`src/rtl/core/fpr_pkg.sv`:
```
// Package for the framed packet receiver: sizes, register indexes, reset
// values and the hand-off record from the frame parser to the drain unit.
// No dependencies.
`default_nettype none

package fpr_pkg;

  // Body store geometry
  localparam int BODY_DEPTH = 64;
  localparam int BODY_AW    = (BODY_DEPTH > 1) ? $clog2(BODY_DEPTH) : 1;
  // Lengths must fit the store and the 6-bit result fields
  localparam int LEN_LIMIT  = (BODY_DEPTH < 64) ? BODY_DEPTH : 64;

  localparam int BYTE_W = 8;
  localparam int IDX_W  = 6;
  localparam int CNT_W  = 7;
  localparam int MAXL_W = 7;
  localparam int CFG_AW = 2;

  // Configuration register indexes
  localparam logic [CFG_AW-1:0] CFG_START_BYTE = 2'd0;
  localparam logic [CFG_AW-1:0] CFG_END_BYTE   = 2'd1;
  localparam logic [CFG_AW-1:0] CFG_MAX_LENGTH = 2'd2;

  // Configuration reset values
  localparam logic [BYTE_W-1:0] START_BYTE_RST = 8'd2;
  localparam logic [BYTE_W-1:0] END_BYTE_RST   = 8'd3;
  localparam logic [MAXL_W-1:0] MAX_LENGTH_RST = 7'd64;

  // Parser to drain: a good frame closed, read out count words
  typedef struct packed {
    logic             start;
    logic [CNT_W-1:0] count;
    logic [IDX_W-1:0] flen;
  } fpr_drain_req_t;

endpackage : fpr_pkg

`default_nettype wire

```
`src/rtl/core/fpr_ram.sv`:
```
// Generic simple dual-port RAM: one write port, one registered read port.
// No dependencies.
`default_nettype none

module fpr_ram #(
  parameter int WIDTH = 8,
  parameter int DEPTH = 64
) (
  input  wire logic                       clk_i,
  input  wire logic                       we_i,
  input  wire logic [$clog2(DEPTH)-1:0]   waddr_i,
  input  wire logic [WIDTH-1:0]           wdata_i,
  input  wire logic                       re_i,
  input  wire logic [$clog2(DEPTH)-1:0]   raddr_i,
  output logic      [WIDTH-1:0]           rdata_o
);

  logic [WIDTH-1:0] mem_q [DEPTH];

  // Write port
  always_ff @(posedge clk_i) begin
    if (we_i) begin
      mem_q[waddr_i] <= wdata_i;
    end
  end

  // Registered read port
  always_ff @(posedge clk_i) begin
    if (re_i) begin
      rdata_o <= mem_q[raddr_i];
    end
  end

endmodule : fpr_ram

`default_nettype wire

```
`src/rtl/core/fpr_parser.sv`:
```
// Frame parser: configuration registers, hunt/length/body/end sequencer and
// the write side of the body store. Depends on fpr_pkg.
`default_nettype none

module fpr_parser (
  input  wire logic                          clk_i,
  input  wire logic                          rst_ni,
  // Configuration writes
  input  wire logic                          cfg_we_i,
  input  wire logic [fpr_pkg::CFG_AW-1:0]    cfg_index_i,
  input  wire logic [fpr_pkg::BYTE_W-1:0]    cfg_data_i,
  // Accepted received word
  input  wire logic                          accept_i,
  input  wire logic [fpr_pkg::BYTE_W-1:0]    rx_byte_i,
  // Body store write port
  output logic                               wr_en_o,
  output logic      [fpr_pkg::BODY_AW-1:0]   wr_addr_o,
  output logic      [fpr_pkg::BYTE_W-1:0]    wr_data_o,
  // Drain request
  output fpr_pkg::fpr_drain_req_t            drain_req_o
);

  import fpr_pkg::*;

  typedef enum logic [3:0] {
    PH_HUNT   = 4'b0001,
    PH_LENGTH = 4'b0010,
    PH_BODY   = 4'b0100,
    PH_END    = 4'b1000
  } phase_e;

  phase_e              phase_q, phase_d;
  logic [CNT_W-1:0]    cnt_q, cnt_d;
  logic [CNT_W-1:0]    exp_q, exp_d;
  logic [IDX_W-1:0]    rlen_q, rlen_d;
  logic [BYTE_W-1:0]   start_byte_q, end_byte_q;
  logic [MAXL_W-1:0]   max_len_q;
  logic                len_ok;
  logic [CNT_W-1:0]    cnt_inc;

  // Configuration registers
  always_ff @(posedge clk_i or negedge rst_ni) begin
    if (!rst_ni) begin
      start_byte_q <= START_BYTE_RST;
      end_byte_q   <= END_BYTE_RST;
      max_len_q    <= MAX_LENGTH_RST;
    end else if (cfg_we_i) begin
      case (cfg_index_i)
        CFG_START_BYTE: start_byte_q <= cfg_data_i;
        CFG_END_BYTE:   end_byte_q   <= cfg_data_i;
        CFG_MAX_LENGTH: max_len_q    <= cfg_data_i[MAXL_W-1:0];
        default: ;
      endcase
    end
  end

  // Length must be below the limit register and the store size
  assign len_ok = ({1'b0, rx_byte_i} < {2'b00, max_len_q}) &&
                  (rx_byte_i < BYTE_W'(LEN_LIMIT));
  assign cnt_inc = cnt_q + CNT_W'(1);

  // Sequencer
  always_comb begin
    phase_d     = phase_q;
    cnt_d       = cnt_q;
    exp_d       = exp_q;
    rlen_d      = rlen_q;
    wr_en_o     = 1'b0;
    wr_addr_o   = BODY_AW'(cnt_q[IDX_W-1:0]);
    wr_data_o   = rx_byte_i;
    drain_req_o = '{start: 1'b0, count: cnt_q, flen: rlen_q};
    if (accept_i) begin
      case (phase_q)
        PH_HUNT: begin
          if (rx_byte_i == start_byte_q) begin
            phase_d = PH_LENGTH;
            cnt_d   = '0;
            exp_d   = CNT_W'(1);
          end
        end
        PH_LENGTH: begin
          if (len_ok) begin
            rlen_d  = rx_byte_i[IDX_W-1:0];
            exp_d   = (rx_byte_i == '0) ? CNT_W'(1) : rx_byte_i[CNT_W-1:0];
            cnt_d   = '0;
            phase_d = PH_BODY;
          end
        end
        PH_BODY: begin
          wr_en_o = (cnt_q < CNT_W'(LEN_LIMIT));
          cnt_d   = cnt_inc;
          if (cnt_inc >= exp_q) begin
            phase_d = PH_END;
          end
        end
        default: begin
          // End byte position: good close starts the read-out
          drain_req_o.start = (rx_byte_i == end_byte_q) && (cnt_q != '0);
          phase_d = PH_HUNT;
          cnt_d   = '0;
          exp_d   = CNT_W'(1);
        end
      endcase
    end
  end

  always_ff @(posedge clk_i or negedge rst_ni) begin
    if (!rst_ni) begin
      phase_q <= PH_HUNT;
      cnt_q   <= '0;
      exp_q   <= CNT_W'(1);
      rlen_q  <= '0;
    end else begin
      phase_q <= phase_d;
      cnt_q   <= cnt_d;
      exp_q   <= exp_d;
      rlen_q  <= rlen_d;
    end
  end

endmodule : fpr_parser

`default_nettype wire

```
`src/rtl/core/fpr_drain.sv`:
```
// Drain unit: walks the body store after a good frame and presents one
// result word at a time through an output register. Depends on fpr_pkg.
`default_nettype none

module fpr_drain (
  input  wire logic                          clk_i,
  input  wire logic                          rst_ni,
  input  fpr_pkg::fpr_drain_req_t            req_i,
  output logic                               busy_o,
  // Body store read port
  output logic                               rd_en_o,
  output logic      [fpr_pkg::BODY_AW-1:0]   rd_addr_o,
  input  wire logic [fpr_pkg::BYTE_W-1:0]    rd_data_i,
  // Result channel
  output logic                               out_valid_o,
  input  wire logic                          out_stall_i,
  output logic      [fpr_pkg::BYTE_W-1:0]    body_byte_o,
  output logic      [fpr_pkg::IDX_W-1:0]     byte_index_o,
  output logic      [fpr_pkg::IDX_W-1:0]     frame_length_o,
  output logic                               is_last_o
);

  import fpr_pkg::*;

  logic               active_q;
  logic               pend_q;
  logic [IDX_W-1:0]   idx_q;
  logic [IDX_W-1:0]   pend_idx_q;
  logic [CNT_W-1:0]   total_q;
  logic [IDX_W-1:0]   flen_q;
  logic               out_valid_q;
  logic [BYTE_W-1:0]  out_byte_q;
  logic [IDX_W-1:0]   out_idx_q;
  logic [IDX_W-1:0]   out_flen_q;
  logic               out_last_q;
  logic               issue;
  logic [CNT_W-1:0]   idx_next;
  logic [CNT_W-1:0]   pend_next;

  // Read only when the output register is free at the next edge
  assign issue     = active_q && !pend_q && (!out_valid_q || !out_stall_i);
  assign idx_next  = {1'b0, idx_q} + CNT_W'(1);
  assign pend_next = {1'b0, pend_idx_q} + CNT_W'(1);
  assign rd_en_o   = issue;
  assign rd_addr_o = BODY_AW'(idx_q);
  assign busy_o    = active_q || pend_q;

  // Read sequencer
  always_ff @(posedge clk_i or negedge rst_ni) begin
    if (!rst_ni) begin
      active_q <= 1'b0;
      pend_q   <= 1'b0;
      idx_q    <= '0;
    end else begin
      pend_q <= issue;
      if (req_i.start) begin
        active_q <= 1'b1;
        idx_q    <= '0;
      end else if (issue) begin
        idx_q <= idx_next[IDX_W-1:0];
        if (idx_next == total_q) begin
          active_q <= 1'b0;
        end
      end
    end
  end

  // Frame attributes and the index of the read in flight
  always_ff @(posedge clk_i) begin
    if (req_i.start) begin
      total_q <= req_i.count;
      flen_q  <= req_i.flen;
    end
    if (issue) begin
      pend_idx_q <= idx_q;
    end
  end

  // Output register
  always_ff @(posedge clk_i or negedge rst_ni) begin
    if (!rst_ni) begin
      out_valid_q <= 1'b0;
    end else if (pend_q) begin
      out_valid_q <= 1'b1;
    end else if (!out_stall_i) begin
      out_valid_q <= 1'b0;
    end
  end

  // Whole word held here, so a new frame cannot alter a stalled word
  always_ff @(posedge clk_i) begin
    if (pend_q) begin
      out_byte_q <= rd_data_i;
      out_idx_q  <= pend_idx_q;
      out_flen_q <= flen_q;
      out_last_q <= (pend_next == total_q);
    end
  end

  assign out_valid_o    = out_valid_q;
  assign body_byte_o    = out_byte_q;
  assign byte_index_o   = out_idx_q;
  assign frame_length_o = out_flen_q;
  assign is_last_o      = out_last_q;

endmodule : fpr_drain

`default_nettype wire

```
`src/rtl/core/framed_packet_receiver.sv`:
```
// Top level of the framed packet receiver: parser, body store and drain.
// Depends on fpr_pkg, fpr_ram, fpr_parser and fpr_drain.
//
//   Channel  Direction  Handshake                Payload
//   rx       in         rx_valid_i / rx_stall_o  rx_byte_i
//   out      out        out_valid_o / out_stall_i
//                                                body_byte_o, byte_index_o,
//                                                frame_length_o, is_last_o
//   cfg      in         cfg_we_i                 cfg_index_i, cfg_data_i
//
// Received words are taken whenever rx is not stalled. After a good end word the
// body is read from the store, each result word passing the registered read of the
// store and then the output register, with no new read while one is in flight; rx is
// stalled from the cycle after the end word until the last read data is in the output
// register, and for longer while the result side stalls the drain.
// Reset is asynchronous; the store itself is not cleared, every entry read
// is written earlier in the same frame. A stalled result only holds the drain.
`default_nettype none

module framed_packet_receiver (
  input  wire logic                          clk_i,
  input  wire logic                          rst_ni,
  input  wire logic                          cfg_we_i,
  input  wire logic [fpr_pkg::CFG_AW-1:0]    cfg_index_i,
  input  wire logic [fpr_pkg::BYTE_W-1:0]    cfg_data_i,
  input  wire logic                          rx_valid_i,
  output logic                               rx_stall_o,
  input  wire logic [fpr_pkg::BYTE_W-1:0]    rx_byte_i,
  output logic                               out_valid_o,
  input  wire logic                          out_stall_i,
  output logic      [fpr_pkg::BYTE_W-1:0]    body_byte_o,
  output logic      [fpr_pkg::IDX_W-1:0]     byte_index_o,
  output logic      [fpr_pkg::IDX_W-1:0]     frame_length_o,
  output logic                               is_last_o
);

  import fpr_pkg::*;

  logic                 busy;
  logic                 accept;
  logic                 wr_en;
  logic [BODY_AW-1:0]   wr_addr;
  logic [BYTE_W-1:0]    wr_data;
  logic                 rd_en;
  logic [BODY_AW-1:0]   rd_addr;
  logic [BYTE_W-1:0]    rd_data;
  fpr_drain_req_t       drain_req;

  assign rx_stall_o = busy;
  assign accept     = rx_valid_i && !busy;

  fpr_parser u_parser (
    .clk_i       (clk_i),
    .rst_ni      (rst_ni),
    .cfg_we_i    (cfg_we_i),
    .cfg_index_i (cfg_index_i),
    .cfg_data_i  (cfg_data_i),
    .accept_i    (accept),
    .rx_byte_i   (rx_byte_i),
    .wr_en_o     (wr_en),
    .wr_addr_o   (wr_addr),
    .wr_data_o   (wr_data),
    .drain_req_o (drain_req)
  );

  // Body store
  fpr_ram #(
    .WIDTH (BYTE_W),
    .DEPTH (BODY_DEPTH)
  ) u_body_ram (
    .clk_i   (clk_i),
    .we_i    (wr_en),
    .waddr_i (wr_addr),
    .wdata_i (wr_data),
    .re_i    (rd_en),
    .raddr_i (rd_addr),
    .rdata_o (rd_data)
  );

  fpr_drain u_drain (
    .clk_i          (clk_i),
    .rst_ni         (rst_ni),
    .req_i          (drain_req),
    .busy_o         (busy),
    .rd_en_o        (rd_en),
    .rd_addr_o      (rd_addr),
    .rd_data_i      (rd_data),
    .out_valid_o    (out_valid_o),
    .out_stall_i    (out_stall_i),
    .body_byte_o    (body_byte_o),
    .byte_index_o   (byte_index_o),
    .frame_length_o (frame_length_o),
    .is_last_o      (is_last_o)
  );

endmodule : framed_packet_receiver

`default_nettype wire

```
`config.mk`:
```
export PLATFORM = sky130hd
export DESIGN_NAME = framed_packet_receiver
export DESIGN_NICKNAME = d
export VERILOG_FILES = /design/src/rtl/core/fpr_pkg.sv /design/src/rtl/core/fpr_ram.sv /design/src/rtl/core/fpr_parser.sv /design/src/rtl/core/fpr_drain.sv /design/src/rtl/core/framed_packet_receiver.sv
export SDC_FILE = /design/constraint.sdc
export NUM_CORES = 1
export LEC_CHECK = 0
export BUFFER_PORTS_ARGS = -buffer_cell sky130_fd_sc_hd__buf_4
export CORE_ASPECT_RATIO = 2
export CORE_UTILIZATION = 50
export CTS_CLUSTER_DIAMETER = 30
export DETAILED_ROUTE_END_ITERATION = 7
export PLACE_DENSITY = 0.66
export SKIP_LAST_GASP = 1
export SYNTH_ARGS = -nofsm -noshare
export SYNTH_HDL_FRONTEND = slang
export SYNTH_SLANG_ARGS = --single-unit
```
`constraint.sdc`:
```
create_clock -name clk_i -period 5.71 [get_ports clk_i]
set_clock_uncertainty 0.2 [all_clocks]
set_input_delay 1.4275 -clock clk_i [delete_from_list [all_inputs] [get_ports clk_i]]
set_output_delay 1.4275 -clock clk_i [all_outputs]
set_load 0.03 [all_outputs]
```
==> results.py <==
metrics = {
    "cells_and_area": {
        "final_util_pct": 56.8,
        "areaGrowthSynthToFinish_pct": 11.8,
        "fin_area_sq_um": 27500,
        "drive_gt1_share_pct": 24.9,
        "nets": 1381,
    },
    "place": {
        "place_ws_ps": 1310,
        "gp_congestion": 0.990,
        "hpwl_mm": 39.1,
        "post_dp_cell_area_sq_um": 25600,
        "io_buffers": 45,
    },
    "logic_synthesis": {
        "ys.flop_type": "edfxtp_1",
        "seq_area_frac_synth_pct": 74.0,
        "syn_nets": 1318,
        "synth-warning-count": 0,
        "synth_compound_area_share_pct": 3.49,
        "synthSimpleGateAreaFrac_pct": 4.49,
        "ys_types": 64,
        "async_flop_share_pct": 9.09,
        "synth_seq_cells": 616,
        "synth-adder-area-share_pct": 0.863,
        "synth_cells": 1278,
        "yosys-top-cells-count": "edfxtp_1, mux4_2, nor2_1",
        "avgSynthCellArea_sq_um": 19.3,
        "synth_area_leaders": "edfxtp_1, mux4_2, dfrtp_1",
        "synth_edf_count": 560,
        "synth_largest_area_cell": "edfxtp_1",
        "synth_top_family_by_area": "multiplexers",
        "syn_area_sq_um": 24600,
        "synth_xor_area_share_pct": 1.52,
        "synthMuxAreaShare_pct": 13.9,
        "synth_most_common_cell": "edfxtp_1",
        "synth_top_cell_area_share_pct": 68.2,
    },
    "grt": {
        "overflow": 0,
        "grt_pass1_vias": 12965,
        "grt_first_pass_wirelength_mm": 86.0,
        "antenna_found_initial": 0,
        "grt_max_degree": 71,
        "grt_use_total_pct": 24.2,
    },
    "floorplanning": {
        "rows": 114,
        "die_width_um": 159,
        "die_y_um": 316,
        "die-area_sq_um": 50200,
        "core_area_sq_um": 48500,
        "io_pins": 46,
        "start_util_pct": 50.8,
    },
    "clock_tree": {
        "cts_setup_buffers": 0,
        "cts_buffers": 57,
        "root_buffer": "clkbuf_16",
        "htree_levels": 2,
        "clk-insertion-delay-late_ps": 640,
        "cts_sinks": 616,
        "tritoncts": "done",
        "hold_buffers": 0,
        "cts_resized": 0,
        "cts.clk_slew.worst_paths_ps": 70,
        "cts.path.max_buffers": 3,
    },
    "worst_setup_path": {
        "crit_required_ps": 5820,
        "critPathKind": "register to register",
        "worst-path-max-fanout": 27,
        "cp_top_family": "compound AO/OA/AOI/OAI gates",
        "cpPeakStageDelay_ps": 780,
        "crit_path_top_delay_cell": "dfrtp_4",
        "arrival_ps": 3850,
        "critPathCaptureType": "register",
        "start_kind": "register",
        "crit_chain": "buf_4, mux4_1, mux2_2, o22ai_1, o31ai_1",
        "cp_num_buf_inv": 1,
    },
    "hold_path": {
        "hold_path_class": "register to register",
    },
    "power_and_ir_drop": {
        "power_leakage_nw": 8.78,
        "power_density_nw_per_um2": 332,
        "power_mw": 9.15,
        "peakVddDrop_mv": 0.327,
    },
    "timing": {
        "timing.final.crit_share_pct": 65.6,
        "tightest_slew_ps": 1110,
        "setup_viol": 0,
        "rsz0062_at_grt": "no",
        "finalMaxSlewViolations": 0,
        "tns_ps": 0,
        "setup_slack_ps": 1970,
        "fmax_mhz": 267,
        "relSlewSlack_pct": 25.9,
        "finalHoldViolations": 0,
        "fin_crit_ps": 3740,
    },
    "route": {
        "vias": 12244,
        "wirelength_mm": 58.9,
        "drc": 0,
        "wl_per_cell_um": 29.0,
        "antenna_left": 0,
        "vias_per_cell": 6.03,
        "first_pass_iters": 8,
        "drtIter0Drc": 885,
    },
    "run": {
        "drv_cap": 0,
    },
    "status": {
        "outcome": "finished clean",
    },
}
## metrics by stage
stage          hold slack, ps  std cells
2_1_floorplan             200       1278
3_3_place_gp              202       1920
3_5_place_dp              205       1920
4_1_cts                   224       2028
5_1_grt                   229       2028
6_report                  222       2029
## final timing paths
check	start	endpoint	slack, ps	depth (start not counted)
hold / removal	u_drain.flen_q[3]$_DFFE_PN_	u_drain.frame_length_o[3]$_DFFE_PP_	220	0
max in group asynchronous	rst_ni	u_drain.rd_addr_o[1]$_DFFE_PN0P_	4110	1
hold reg to reg	u_drain.flen_q[3]$_DFFE_PN_	u_drain.frame_length_o[3]$_DFFE_PP_	220	0
setup reg to reg	u_drain.rd_addr_o[0]$_DFFE_PN0P_	u_body_ram.rdata_o[0]$_DFFE_PP_	1970	5
setup / recovery	u_drain.rd_addr_o[0]$_DFFE_PN0P_	u_body_ram.rdata_o[0]$_DFFE_PP_	1970	5
min in group asynchronous	rst_ni	u_parser.rlen_q[2]$_DFFE_PN0P_	660	1
## cells by family (layout without fill, tap and decap cells)
| group | count (synthesis) | count (layout) |
|---|---|---|
| flops | 616 | 616 |
| simple gates | 228 | 228 |
| mux | 172 | 172 |
| compound gates | 123 | 123 |
| buf+inv | 80 | 192 |
| xor+xnor | 42 | 42 |
| fa+ha+maj | 17 | 17 |
| other cells | 0 | 1 |
## metal layers
| metal | share of wire [%] | vias up | wire [um] | global-route usage [%] |
|---|---|---|---|---|
| met5 | 0 | - | 0 | 0 |
| li1 | - | 5295 | - | - |
| met2 | 55 | 435 | 32500 | 45.4 |
| met3 | 4.8 | 160 | 2840 | 3.08 |
| met4 | 7.2 | 0 | 4210 | 16.2 |
| met1 | 33 | 6354 | 19400 | 25.2 |
## final cells by class
cell class,count,area [sq um]
Antenna cell,1,2.50
Clock inverter,47,484
Timing Repair Buffer,64,505
Fill cell,3693,21000
Inverter,20,75.1
Tap cell,638,798
Multi-Input combinational cell,582,5980
Clock buffer,61,1460
Sequential cell,616,18200
## state kept, by name, indices dropped and copies added, names as in the netlist
name and count:
u_parser.phase_q 4, u_drain.flen_q 6, u_drain.is_last_o 1, u_drain.pend_q 1, u_parser.start_byte_q 8, u_drain.byte_index_o 6, u_drain.rd_addr_o 6, u_parser.rlen_q 6
u_drain.active_q 1, u_drain.pend_idx_q 6, u_parser.exp_q 7, u_drain.out_valid_o 1, u_body_ram.rdata_o 8, u_drain.frame_length_o 6, u_parser.end_byte_q 8, u_parser.max_len_q 7
u_parser.cnt_q 7, u_body_ram.mem_q 512, u_drain.body_byte_o 8, u_drain.total_q 7
## placed cells by master, fill, tap and decap left out, types with 7 or more instances in the layout
cell	Yosys	final
a211oi_1	7	7
a21oi_1	10	10
buf_4	10	62
clkbuf_16	0	58
clkinv_1	0	8
clkinvlp_4	0	7
dfrtp_1	50	47
edfxtp_1	560	560
ha_1	17	17
inv_1	20	20
inv_6	0	15
mux2_2	41	41
mux4_1	14	14
mux4_2	114	114
nand2_1	39	39
nand2b_1	9	9
nand3_1	18	18
nor2_1	104	104
nor2b_1	8	8
nor3_1	8	8
nor4_1	8	8
o21ai_0	23	23
o22ai_1	30	30
o31ai_1	7	7
xnor2_1	18	18
xor2_1	23	23
## power by group
part           leakage (nW)  internal [mW]  switching, mW
registers              5.77           4.95         0.0300
clock network         0.936           2.14           1.78
logic                  2.08         0.0798          0.160
Power figures use the tool's default switching activity.
